==> config.mk <==
export PLATFORM = sky130hd
export DESIGN_NAME = encoder_frame_crc_multiturn_unit
export DESIGN_NICKNAME = d
export VERILOG_FILES = /design/src/rtl/efcm_pkg.sv /design/src/rtl/encoder_frame_crc_multiturn_unit.sv /design/src/rtl/efcm_crc6.sv
export VERILOG_INCLUDE_DIRS = /design/src /design/src/rtl
export SDC_FILE = /design/constraint.sdc
export NUM_CORES = 1
export LEC_CHECK = 0
export ABC_AREA = 1
export BUFFER_PORTS_ARGS = -buffer_cell sky130_fd_sc_hd__buf_2
export CAP_MARGIN = 15
export CORE_MARGIN = 5
export CORE_UTILIZATION = 53
export DETAILED_ROUTE_END_ITERATION = 6
export PLACE_DENSITY = 0.87
export SYNTH_ARGS = -nofsm -noshare
export SYNTH_HDL_FRONTEND = slang
export SYNTH_SLANG_ARGS = --single-unit
==> constraint.sdc <==
create_clock -name aclk -period 17 [get_ports aclk]
set_input_delay 0.85 -clock aclk [delete_from_list [all_inputs] [get_ports aclk]]
set_output_delay 0.85 -clock aclk [all_outputs]
set_load 0.01 [all_outputs]
==> src/rtl/encoder_frame_crc_multiturn_unit_defines.svh <==
// Assertion macros shared by the encoder frame unit.
// Clocked on aclk, disabled while aresetn is low.
`ifndef ENCODER_FRAME_CRC_MULTITURN_UNIT_DEFINES_SVH
`define ENCODER_FRAME_CRC_MULTITURN_UNIT_DEFINES_SVH

// Same-cycle implication.
`define EFCM_ASSERT_IMP(lbl, ante, cons, msg) \
    lbl: assert property (@(posedge aclk) disable iff (!aresetn) (ante) |-> (cons)) \
        else $error(msg);

// Next-cycle implication.
`define EFCM_ASSERT_NXT(lbl, ante, cons, msg) \
    lbl: assert property (@(posedge aclk) disable iff (!aresetn) (ante) |=> (cons)) \
        else $error(msg);

`endif

==> src/rtl/efcm_pkg.sv <==
// Shared constants and types for the encoder frame unit.
// No dependencies.
package efcm_pkg;

    localparam int POSITION_BITS = 32;
    localparam int POS_OUT_BITS  = 32;
    localparam int POS_EXT_BITS  = (POSITION_BITS > POS_OUT_BITS) ? POSITION_BITS
                                                                   : POS_OUT_BITS;

    localparam int FRAME_BITS  = 24;
    localparam int ANGLE_BITS  = 14;
    localparam int STATUS_BITS = 4;
    localparam int CRC_BITS    = 6;
    localparam int CRC_IN_BITS = 18;
    localparam int DELTA_BITS  = 15;
    localparam int S_TDATA_BITS = 24;
    localparam int M_TDATA_BITS = 72;

    localparam logic [CRC_BITS-1:0] CRC_POLY_RESET = 6'h03;

    localparam logic signed [DELTA_BITS:0] HALF_TURN = 16'sd8192;
    localparam logic signed [DELTA_BITS:0] FULL_TURN = 16'sd16384;

    localparam int PADDR_BITS = 3;
    localparam logic REG_CRC_POLY = 1'b0;

    typedef logic [ANGLE_BITS-1:0]         angle_t;
    typedef logic [STATUS_BITS-1:0]        status_t;
    typedef logic [CRC_BITS-1:0]           crc_t;
    typedef logic signed [DELTA_BITS-1:0]  delta_t;
    typedef logic signed [POSITION_BITS-1:0] pos_t;

endpackage

==> src/rtl/encoder_frame_crc_multiturn_unit.sv <==
// Encoder frame checker and multi-turn unwrapper, top level.
// Depends on efcm_pkg, efcm_crc6 and encoder_frame_crc_multiturn_unit_defines.svh.
//
// Channel   Dir  Handshake            Payload
// s_        in   s_tvalid/s_tready    s_tdata: frame
// m_        out  m_tvalid/m_tready    m_tuser: crc_ok; m_tdata: angle..position
// apb       in   psel/penable/pready  crc_polynomial at address 0
//
// The input transfer loads the input register, which loads the result register, which
// then offers the result on m_. One frame per cycle sustained while m_tready holds.
// Input register, then CRC check, unwrap and saturating add into the result
// register and the unwrap state in the same cycle.
// Stalls on m_ back up through both registers to s_tready.
// Reset: polynomial 3, awaiting first good frame, position zero.
`include "encoder_frame_crc_multiturn_unit_defines.svh"

module encoder_frame_crc_multiturn_unit (
    input  logic                               aclk,
    input  logic                               aresetn,
    input  logic                               s_tvalid,
    output logic                               s_tready,
    input  logic [efcm_pkg::S_TDATA_BITS-1:0]  s_tdata,  // [23:0] frame
    output logic                               m_tvalid,
    input  logic                               m_tready,
    output logic [efcm_pkg::M_TDATA_BITS-1:0]  m_tdata,  // angle, field_status, delta, position
    output logic                               m_tuser,  // crc_ok
    input  logic                               psel,
    input  logic                               penable,
    input  logic                               pwrite,
    input  logic [efcm_pkg::PADDR_BITS-1:0]    paddr,
    input  logic [31:0]                        pwdata,
    output logic [31:0]                        prdata,
    output logic                               pready
);
    import efcm_pkg::*;

    crc_t   poly_reg;
    logic   in_valid_reg;
    logic [FRAME_BITS-1:0] frame_reg;

    angle_t prev_angle_reg, prev_angle_next;
    logic   awaiting_reg, awaiting_next;
    pos_t   turn_pos_reg, turn_pos_next;

    logic    out_valid_reg;
    logic    crc_ok_reg;
    angle_t  angle_reg;
    status_t status_reg;
    delta_t  delta_reg, delta_next;

    logic   out_free, work;
    angle_t angle;
    crc_t   crc_calc;
    logic   crc_ok;
    logic signed [DELTA_BITS:0]    diff;
    logic signed [POSITION_BITS:0] sum_wide;
    logic signed [POS_EXT_BITS-1:0] pos_ext;

    // configuration
    assign pready = 1'b1;
    always_ff @(posedge aclk) begin
        if (!aresetn) begin
            poly_reg <= CRC_POLY_RESET;
        end else if (psel && penable && pwrite && paddr[PADDR_BITS-1] == REG_CRC_POLY) begin
            poly_reg <= pwdata[CRC_BITS-1:0];
        end
    end
    assign prdata = (paddr[PADDR_BITS-1] == REG_CRC_POLY) ? {26'd0, poly_reg} : 32'd0;

    // flow control
    assign out_free = !out_valid_reg || m_tready;
    assign work     = in_valid_reg && out_free;
    assign s_tready = !in_valid_reg || out_free;

    always_ff @(posedge aclk) begin
        if (!aresetn) begin
            in_valid_reg <= 1'b0;
        end else if (s_tready) begin
            in_valid_reg <= s_tvalid;
        end
    end

    always_ff @(posedge aclk) begin
        if (s_tvalid && s_tready) begin
            frame_reg <= s_tdata[FRAME_BITS-1:0];
        end
    end

    efcm_crc6 u_crc (
        .data_in (frame_reg[FRAME_BITS-1:CRC_BITS]),
        .poly    (poly_reg),
        .crc     (crc_calc)
    );

    assign angle  = frame_reg[FRAME_BITS-1:FRAME_BITS-ANGLE_BITS];
    assign crc_ok = (crc_calc == frame_reg[CRC_BITS-1:0]);

    always_comb begin
        diff = $signed({2'b00, angle}) - $signed({2'b00, prev_angle_reg});
        if (diff > HALF_TURN) begin
            diff = diff - FULL_TURN;
        end else if (diff < -HALF_TURN) begin
            diff = diff + FULL_TURN;
        end

        prev_angle_next = prev_angle_reg;
        awaiting_next   = awaiting_reg;
        turn_pos_next   = turn_pos_reg;
        delta_next      = '0;

        if (crc_ok) begin
            prev_angle_next = angle;
            awaiting_next   = 1'b0;
            if (!awaiting_reg) begin
                delta_next = diff[DELTA_BITS-1:0];
            end
        end

        sum_wide = $signed({turn_pos_reg[POSITION_BITS-1], turn_pos_reg})
                 + (POSITION_BITS+1)'(delta_next);
        if (crc_ok) begin
            if (sum_wide[POSITION_BITS] != sum_wide[POSITION_BITS-1]) begin
                turn_pos_next = sum_wide[POSITION_BITS]
                              ? {1'b1, {(POSITION_BITS-1){1'b0}}}
                              : {1'b0, {(POSITION_BITS-1){1'b1}}};
            end else begin
                turn_pos_next = sum_wide[POSITION_BITS-1:0];
            end
        end
    end

    always_ff @(posedge aclk) begin
        if (!aresetn) begin
            prev_angle_reg <= '0;
            awaiting_reg   <= 1'b1;
            turn_pos_reg   <= '0;
            out_valid_reg  <= 1'b0;
        end else begin
            if (out_free) begin
                out_valid_reg <= in_valid_reg;
            end
            if (work) begin
                prev_angle_reg <= prev_angle_next;
                awaiting_reg   <= awaiting_next;
                turn_pos_reg   <= turn_pos_next;
            end
        end
    end

    always_ff @(posedge aclk) begin
        if (work) begin
            crc_ok_reg <= crc_ok;
            angle_reg  <= angle;
            status_reg <= frame_reg[CRC_BITS+STATUS_BITS-1:CRC_BITS];
            delta_reg  <= delta_next;
        end
    end

    // position register follows the state, so it is taken from the state
    assign pos_ext  = POS_EXT_BITS'(turn_pos_reg);
    assign m_tvalid = out_valid_reg;
    assign m_tuser  = crc_ok_reg;
    assign m_tdata  = {7'd0, pos_ext[POS_OUT_BITS-1:0], delta_reg, status_reg, angle_reg};

    `EFCM_ASSERT_IMP(a_reject_zero_delta, m_tvalid && !m_tuser, delta_reg == '0,
        "rejected frame carries nonzero delta")
    `EFCM_ASSERT_IMP(a_delta_range, m_tvalid,
        (delta_reg <= 15'sd8192) && (delta_reg >= -15'sd8192),
        "delta outside half turn")
    `EFCM_ASSERT_IMP(a_first_clean, awaiting_reg,
        (turn_pos_reg == '0) && (prev_angle_reg == '0),
        "state moved before first good frame")
    `EFCM_ASSERT_NXT(a_hold_state, !work, $stable(turn_pos_reg) && $stable(awaiting_reg),
        "unwrap state changed without a frame")

endmodule

==> src/rtl/efcm_crc6.sv <==
// CRC-6 over 18 bits, MSB first, zero start, programmable polynomial.
// Depends on efcm_pkg.
module efcm_crc6 (
    input  logic [efcm_pkg::CRC_IN_BITS-1:0] data_in,
    input  efcm_pkg::crc_t                   poly,
    output efcm_pkg::crc_t                   crc
);
    import efcm_pkg::*;

    always_comb begin
        crc_t c;
        logic fb;
        c = '0;
        for (int i = CRC_IN_BITS - 1; i >= 0; i--) begin
            fb = c[CRC_BITS-1] ^ data_in[i];
            c  = {c[CRC_BITS-2:0], 1'b0} ^ (fb ? poly : '0);
        end
        crc = c;
    end

endmodule
==> flow_summary_export.csv, run 1 <==
group,metric,value,unit
run_status,outcome,"finished clean",
placed_design,dpl.cell_count,1664,
pwr,finalPower,0.0009504,W
synth,synth_mux_area_frac,0,
layout,layout_commonest_cell,"nand2_1",
clock_tree,ctsResizeCount,0,
synth,yosys_most_used_dff,"edfxtp_1",
synth,synth.distinct_cells,40,
placed_design,place_congestion,0.8657,
timing,drv_slew,0,
synth,syn_area_per_cell,6.866,µm²
clock_tree,clk_latency,0.43,ns
timing,min_period_over_period,0.7847,
global_routing,antenna_found_initial,0,
synth,synth_top_area_share,0.1857,
pwr,power_density,91.23,nW/µm²
clock_tree,cts_buffer_depth,2,
timing,worstMarginPinSlew,1.079,ns
floorplanning,io_pins,174,
layout,diodes,0,
placed_design,place_ws,3.972,ns
floorplanning,rows,48,
drt,vias,8657,
clock_tree,cts_hold_buf,0,
timing,timing.fmax,0.07496,GHz
floorplanning,die_x,143.0,µm
synth,synthAdderAreaFrac,0.06564,
timing,hold_violations,0,
critical_path,crit_fanout,28,
drt,ant_nets,0,
layout,final_design_area_no_fill,10420,µm²
critical_path,crit_path_end_kind,"register",
critical_path,critPathRequiredTime,17.36,ns
layout,area_growth,11.07,%
synth,synth_area_leaders,"edfxtp_1 19%, nand2_1 14%, dfxtp_1 12%, inv_1 8.4%, ha_1 6.1%",
synth,synth_area,9379,µm²
clock_tree,root_buffer,"clkbuf_16",
timing,finClkSkew,0.008458,ns
layout,final_cell_mix,"355 x nand2_1, 211 x inv_1, 151 x nor2_1",
layout,fin_nets,1572,
critical_path,reg2reg_depth,90,
synth,syn_inst,1366,
timing,finalCriticalPeriod,13.34,ns
layout,drive_above_1_share,0.1523,
critical_path,crit_path_frequent_cell,"nand2_1",
floorplanning,dieArea,20460,µm²
global_routing,first_global_vias,8347,
synth,synthSimpleGateAreaFrac,0.3593,
synth,ys_warn_count,0,
floorplanning,coreArea,17360,µm²
timing,setup_viol,0,
drt,dr.first_iter.drc_count,634,
synth,synth-edff-count,58,
global_routing,grt_pass1_wl,37160,µm
placed_design,hpwl,15670,µm
timing,fin_ws,3.660,ns
timing,setup_tns,0,ns
hold_path,worstHoldPathCells,2,
critical_path,cpMaxStageDelayCell,"dfxtp_1",
pwr,p_leak,5.627,nW
drt,dr.pass1.iters,6,
clock_tree,cts.sinks,113,
critical_path,arrival,13.70,ns
pwr,ir_drop,0.08084,mV
clock_tree,path_clk_slew,0.06,ns
critical_path,critPathKind,"reg -> reg",
placed_design,port_buffers,111,
drt,drcViolationCount,0,
layout,final_cells,1696,
clock_tree,numCtsBuffers,17,
synth,synth-seq-area-share,0.3031,
critical_path,cpPeakStageDelay,0.97,ns
hold_path,worstHoldPathType,"reg -> reg",
global_routing,grt_max_degree,68,
floorplanning,die_h,143.0,µm
synth,ys_ff_latch,113,
synth,synth_top_family_by_area,"simple AND/OR/NAND/NOR gates",
timing,relSlewSlack,0.2798,
placed_design,place_area,9848,µm²
critical_path,startpoint_type,"register",
run,cap_viol_max_count,0,
clock_tree,h-tree-depth,4,
global_routing,grt_use_total,0.2224,
synth,synth_top_cell_by_area,"edfxtp_1",
synth,async_reset_ff_frac,0,
synth,synthXorXnorAreaFrac,0.05510,
floorplanning,start_util,0.5404,
timing,rsz0062_at_grt,"false",
layout,largest_reg_flops,32,
drt,post_drt_wl_per_cell,13.18,µm
clock_tree,cts_setup_buffers,0,
drt,wirelength,22350,µm
synth,synth_compound_area_frac,0.07070,
global_routing,grt-ovfl-total,0,
drt,viasPerCell,5.104,
clock_tree,cts_tree,"built",
[critical path, delay by kind of cell, from the launching register on]
kind                     cells  cell delay [ns]
AND/OR/NAND/NOR             59             7.85
AO/OA/AOI/OAI               15             2.56
buffers and inverters       13             1.10
flip-flops                   1             0.97
adder cells (fa/ha/maj)      2             0.58
XOR/XNOR                     1             0.17
[layer usage]
metal | part of all wire | up-vias | global-route usage
met5 | 0 | - | 0
met4 | 0.028 | 0 | 0.1031
met3 | 0.063 | 48 | 0.04956
met2 | 0.49 | 246 | 0.3850
met1 | 0.42 | 3911 | 0.2620
li1 | - | 4452 | -
[final timing paths]
check,endpoint,startpoint,slack (ns)
max,pos_ext[25],poly_reg[4],3.66
min,awaiting_reg,awaiting_reg,0.45
max reg2reg,pos_ext[25],poly_reg[4],3.66
min reg2reg,awaiting_reg,awaiting_reg,0.45
[synthesized netlist by cell type (all sizes together), types with 3 or more instances]
cell type,n
xor2,35
nand2,385
o21ai,30
nor2,170
ha,46
o21bai,10
inv,220
clkbuf,15
o211ai,3
nand4,41
edfxtp,58
nand3,123
dfxtp,55
buf,59
nand3b,5
a211oi,5
a21oi,68
xnor2,24
[layout make-up]
cell class              count  area, µm²
clock buffers              17      425.4
clock inverters            15      143.9
fillers                  1574       6939
inverters                 221      834.6
multi-input cells         990       5304
flip-flops and latches    113       2843
well taps                 225      281.5
repair buffers            115      585.6
[per-stage QoR]
stage	hold slack, ns	utilization
after floorplan	0.4188	-
after global placement	0.4283	0.5674
after detailed placement	0.4423	0.5674
after CTS	0.4547	0.6002
after global routing	0.4708	0.6002
final	0.4543	0.6002
[cells by family (layout without fill, tap and decap cells)]
group / Yosys count / count (layout)
xor+xnor: 59 / 59
other cells: 2 / 34
buf+inv: 295 / 368
simple gates: 728 / 728
fa+ha+maj: 48 / 48
flops: 113 / 113
compound gates: 121 / 121
[where the power goes]
| part | internal (W) | total [W] | switching (W) |
|---|---|---|---|
| Combinational | 0.0000935 | 0.000295 | 0.000202 |
| Sequential | 0.000298 | 0.000308 | 0.00000974 |
| Clock | 0.000214 | 0.000348 | 0.000134 |
Power figures use the tool's default switching activity.
==> inputs of run 2 (changes only) <==
--- a/config.mk
+++ b/config.mk
@@ -10,9 +10,9 @@
 export BUFFER_PORTS_ARGS = -buffer_cell sky130_fd_sc_hd__buf_2
 export CAP_MARGIN = 15
 export CORE_MARGIN = 5
-export CORE_UTILIZATION = 53
+export CORE_UTILIZATION = 52
 export DETAILED_ROUTE_END_ITERATION = 6
-export PLACE_DENSITY = 0.87
+export PLACE_DENSITY = 0.88
 export SYNTH_ARGS = -nofsm -noshare
 export SYNTH_HDL_FRONTEND = slang
 export SYNTH_SLANG_ARGS = --single-unit
==> constraint.sdc (replaced) <==
create_clock -name aclk -period 11.98 [get_ports aclk]
set_input_delay 0.599 -clock aclk [delete_from_list [all_inputs] [get_ports aclk]]
set_output_delay 0.599 -clock aclk [all_outputs]
set_load 0.01 [all_outputs]
==> flow_summary_export.csv, run 2 (synthesized netlist as in run 1, its figures left out) <==
group,metric,value,unit
clock_tree,root_buffer,"clkbuf_16",
layout,layout_commonest_cell,"nand2_1",
placed_design,hpwl,16470,µm
clock_tree,clk_latency,0.42,ns
floorplanning,io_pins,174,
timing,finClkSkew,0.01096,ns
clock_tree,h-tree-depth,4,
clock_tree,cts_tree,"built",
hold_path,worstHoldPathCells,1,
clock_tree,cts.sinks,113,
drt,post_drt_wl_per_cell,13.45,µm
clock_tree,cts_buffer_depth,2,
critical_path,critPathKind,"reg -> reg",
critical_path,crit_path_frequent_cell,"nand2_1",
drt,viasPerCell,5.183,
critical_path,critPathRequiredTime,12.29,ns
run,cap_viol_max_count,0,
layout,final_cell_mix,"352 x nand2_1, 210 x inv_1, 147 x nor2_1",
clock_tree,path_clk_slew,0.06,ns
layout,fin_nets,1587,
placed_design,dpl.cell_count,1676,
critical_path,startpoint_type,"register",
hold_path,worstHoldPathType,"in -> reg",
global_routing,grt_use_total,0.2246,
global_routing,grt_pass1_wl,38090,µm
timing,drv_slew,0,
drt,vias,8888,
critical_path,arrival,11.16,ns
timing,setup_tns,0,ns
layout,largest_reg_flops,32,
floorplanning,die_h,144.3,µm
clock_tree,numCtsBuffers,17,
drt,dr.first_iter.drc_count,651,
drt,dr.pass1.iters,5,
drt,ant_nets,0,
global_routing,first_global_vias,8403,
timing,hold_violations,0,
timing,relSlewSlack,0.2604,
global_routing,grt-ovfl-total,0,
pwr,power_density,127.7,nW/µm²
pwr,p_leak,5.697,nW
layout,final_cells,1715,
timing,finalCriticalPeriod,10.84,ns
floorplanning,coreArea,17840,µm²
run_status,outcome,"finished clean",
floorplanning,start_util,0.5257,
layout,area_growth,13.21,%
clock_tree,cts_hold_buf,0,
critical_path,crit_fanout,14,
critical_path,reg2reg_depth,90,
global_routing,antenna_found_initial,0,
pwr,ir_drop,0.09401,mV
critical_path,cpPeakStageDelay,0.54,ns
timing,setup_viol,0,
layout,diodes,0,
layout,fillers,1575,
floorplanning,rows,49,
floorplanning,dieArea,20820,µm²
global_routing,grt_max_degree,68,
placed_design,port_buffers,111,
timing,min_period_over_period,0.9052,
drt,drcViolationCount,0,
layout,seq_area,2844,µm²
critical_path,cpMaxStageDelayCell,"edfxtp_1",
timing,worstMarginPinSlew,1.109,ns
placed_design,place_congestion,0.8534,
drt,wirelength,23070,µm
floorplanning,die_x,144.3,µm
timing,timing.fmax,0.09221,GHz
critical_path,crit_path_end_kind,"register",
layout,drive_above_1_share,0.1709,
layout,multi_input_area,5381,µm²
==> run 2: per-stage QoR <==
stage                     setup WS [ns]  utilization  instance area, µm²  total power, W  hold slack, ns
after floorplan                   1.947            -                9499       0.0007922          0.4188
after global placement           0.7920       0.5556                9913       0.0008456          0.4277
after detailed placement         0.4532       0.5556                9913       0.0008623          0.4412
after CTS                        0.3254       0.5871               10480        0.001348          0.3346
after global routing           -0.05296       0.5951               10620        0.001441          0.3275
final                             1.135       0.5951               10620        0.001356          0.3472
==> run 2: where the power goes <==
part	leakage (nW)	switching (W)	internal (W)	total, W
Combinational	4.44	0.000298	0.000141	0.000439
Sequential	1.00	0.0000120	0.000423	0.000435
Clock	0.256	0.000196	0.000286	0.000482
==> run 2: layer usage <==
metal  up-vias  share of wire  wire length [µm]  track usage
met2       327           0.50             11630       0.4082
met4         0          0.023               534      0.07953
li1       4495              -                 -            -
met5         -              0                 0            0
met1      4017           0.39              9071       0.2595
met3        49          0.079              1830      0.04861
==> run 2: path summary, 6_finish.rpt <==
kind / startpoint / end / slack (ns)
worst max-delay path: frame_reg[23] / pos_ext[15] / 1.14
worst min-delay path: s_tdata[22] / frame_reg[22] / 0.35
worst max register to register: frame_reg[23] / pos_ext[15] / 1.14
worst min register to register: awaiting_reg / awaiting_reg / 0.45
==> run 2: worst max-delay path: cells and delay by family (launching register included) <==
family | cells | cell delay [ns]
AND/OR/NAND/NOR | 62 | 6.53
AO/OA/AOI/OAI | 15 | 2.18
buffers and inverters | 11 | 0.95
flip-flops | 1 | 0.54
adder cells (fa/ha/maj) | 1 | 0.35
XOR/XNOR | 1 | 0.16
==> run 2: area by class of cell <==
type | count | area share
sequential | 113 | 0.2679
multi-input combinational | 990 | 0.5068
clock inverter | 15 | 0.01284
timing repair buffer | 130 | 0.06682
clock buffer | 17 | 0.04007
inverter | 221 | 0.07860
tap | 229 | 0.02699
==> run 2: repair_timing <==
item | in CTS | in global routing
setup endpoints to repair | 0 | 32
resized for setup | 0 | 28
setup buffers | 0 | 7
==> inputs of run 3 (changes only) <==
--- a/config.mk
+++ b/config.mk
@@ -12,6 +12,7 @@
 export CORE_MARGIN = 5
 export CORE_UTILIZATION = 52
 export DETAILED_ROUTE_END_ITERATION = 6
+export MAX_ROUTING_LAYER = met4
 export PLACE_DENSITY = 0.88
 export SYNTH_ARGS = -nofsm -noshare
 export SYNTH_HDL_FRONTEND = slang
==> flow_summary_export.csv, run 3 (synthesized netlist as in run 1, its figures left out) <==
group,metric,value,unit
run_status,outcome,"finished clean",
critical_path,crit_fanout,14,
floorplanning,dieArea,20820,µm²
timing,finClkSkew,0.007932,ns
timing,fin_ws,1.036,ns
floorplanning,start_util,0.5257,
clock_tree,path_clk_slew,0.06,ns
floorplanning,coreArea,17840,µm²
clock_tree,cts.sinks,113,
layout,drive_above_1_share,0.1682,
drt,ant_nets,0,
drt,dr.first_iter.drc_count,662,
timing,worstMarginPinSlew,1.068,ns
layout,final_design_area_no_fill,10580,µm²
critical_path,cpPeakStageDelay,0.44,ns
critical_path,startpoint_type,"register",
layout,layout_commonest_cell,"nand2_1",
global_routing,grt_use_total,0.2255,
drt,wirelength,23080,µm
global_routing,antenna_found_initial,0,
global_routing,grt_pass1_wl,37180,µm
global_routing,grt_max_degree,68,
timing,finalCriticalPeriod,10.94,ns
floorplanning,io_pins,174,
clock_tree,clk_latency,0.42,ns
clock_tree,cts_hold_buf,0,
critical_path,critPathRequiredTime,12.34,ns
timing,setup_viol,0,
global_routing,grt-ovfl-total,0,
layout,diodes,0,
layout,final_cell_mix,"353 x nand2_1, 211 x inv_1, 147 x nor2_1",
floorplanning,die_h,144.3,µm
placed_design,place_ws,0.4360,ns
clock_tree,numCtsBuffers,17,
critical_path,cpMaxStageDelayCell,"fa_1",
timing,min_period_over_period,0.9136,
placed_design,hpwl,16220,µm
hold_path,worstHoldPathType,"in -> reg",
drt,drcViolationCount,0,
placed_design,port_buffers,111,
layout,area_growth,12.77,%
timing,hold_violations,0,
timing,relSlewSlack,0.2879,
critical_path,critPathKind,"reg -> reg",
run,cap_viol_max_count,0,
clock_tree,cts_buffer_depth,2,
clock_tree,root_buffer,"clkbuf_16",
timing,timing.fmax,0.09137,GHz
global_routing,first_global_vias,8263,
layout,largest_reg_flops,32,
drt,dr.pass1.iters,5,
drt,post_drt_wl_per_cell,13.46,µm
timing,drv_slew,0,
pwr,power_density,127.9,nW/µm²
critical_path,crit_path_frequent_cell,"nand2_1",
pwr,ir_drop,0.1051,mV
pwr,p_leak,5.711,nW
placed_design,place_area,9913,µm²
critical_path,arrival,11.30,ns
clock_tree,cts_tree,"built",
layout,fin_nets,1587,
critical_path,crit_path_end_kind,"register",
drt,viasPerCell,5.163,
clock_tree,h-tree-depth,4,
drt,vias,8855,
placed_design,place_congestion,0.8771,
floorplanning,rows,49,
floorplanning,die_x,144.3,µm
## run 3: changes by cell type in the layout (fill, tap and decap cells not counted), sizes merged
cell      before  now
clkinvlp       6    2
clkinv         5    9
bufinv         1    2
inv          224  220
clkbuf        17   20
## run 3: timing repair
action,CTS,global route
setup buffers,0,7
endpoints found under the setup margin,0,32
resized for setup,0,18
hold endpoints to repair,0,0
## run 3: layout make-up
class | instances | area (µm²)
Fill cell | 1581 | 7264
Multi-Input combinational cell | 990 | 5349
Sequential cell | 113 | 2844
Inverter | 221 | 834.6
Timing Repair Buffer | 130 | 698.2
Clock buffer | 20 | 446.7
Tap cell | 229 | 286.5
Clock inverter | 12 | 117.6
## run 3: worst paths after layout
check / depth (start not counted) / start / endpoint / slack, ns
hold / removal: 1 / s_tdata[23] / frame_reg[23] / 0.35
setup / recovery: 91 / frame_reg[23] / pos_ext[16] / 1.04
setup reg to reg: 91 / frame_reg[23] / pos_ext[16] / 1.04
hold reg to reg: 2 / awaiting_reg / awaiting_reg / 0.44
## run 3: per-stage QoR
stage,util,total power [W],hold slack (ns),TNS [ns],std cells
after floorplan,-,0.0007922,0.4188,0,1398
after global placement,0.5556,0.0008460,0.4277,0,1676
after detailed placement,0.5556,0.0008587,0.4320,0,1676
after CTS,0.5873,0.001352,0.3391,0,1708
after global routing,0.5928,0.001438,0.3353,-0.1091,1715
final,0.5928,0.001353,0.3489,0,1715
## run 3: routing by layer
layer | wire length [µm] | vias up | GRT usage
met4 | 675 | 0 | 0.1026
met5 | 0 | - | -
met3 | 1594 | 56 | 0.04332
li1 | - | 4486 | -
met2 | 11370 | 277 | 0.3858
met1 | 9437 | 4036 | 0.2552
## run 3: power by group
part	switching [W]	total (W)	internal [W]
Sequential	0.0000115	0.000435	0.000423
Combinational	0.000290	0.000430	0.000139
Clock	0.000181	0.000489	0.000308
Total	0.000483	0.00135	0.000870
## run 3: critical path: cells and delay by family, from the launching register on
family | cells | cell delay, ns
buf+inv | 12 | 1.29
fa+ha+maj | 1 | 0.44
xor+xnor | 1 | 0.17
flops | 1 | 0.36
compound gates | 15 | 1.85
simple gates | 62 | 6.79
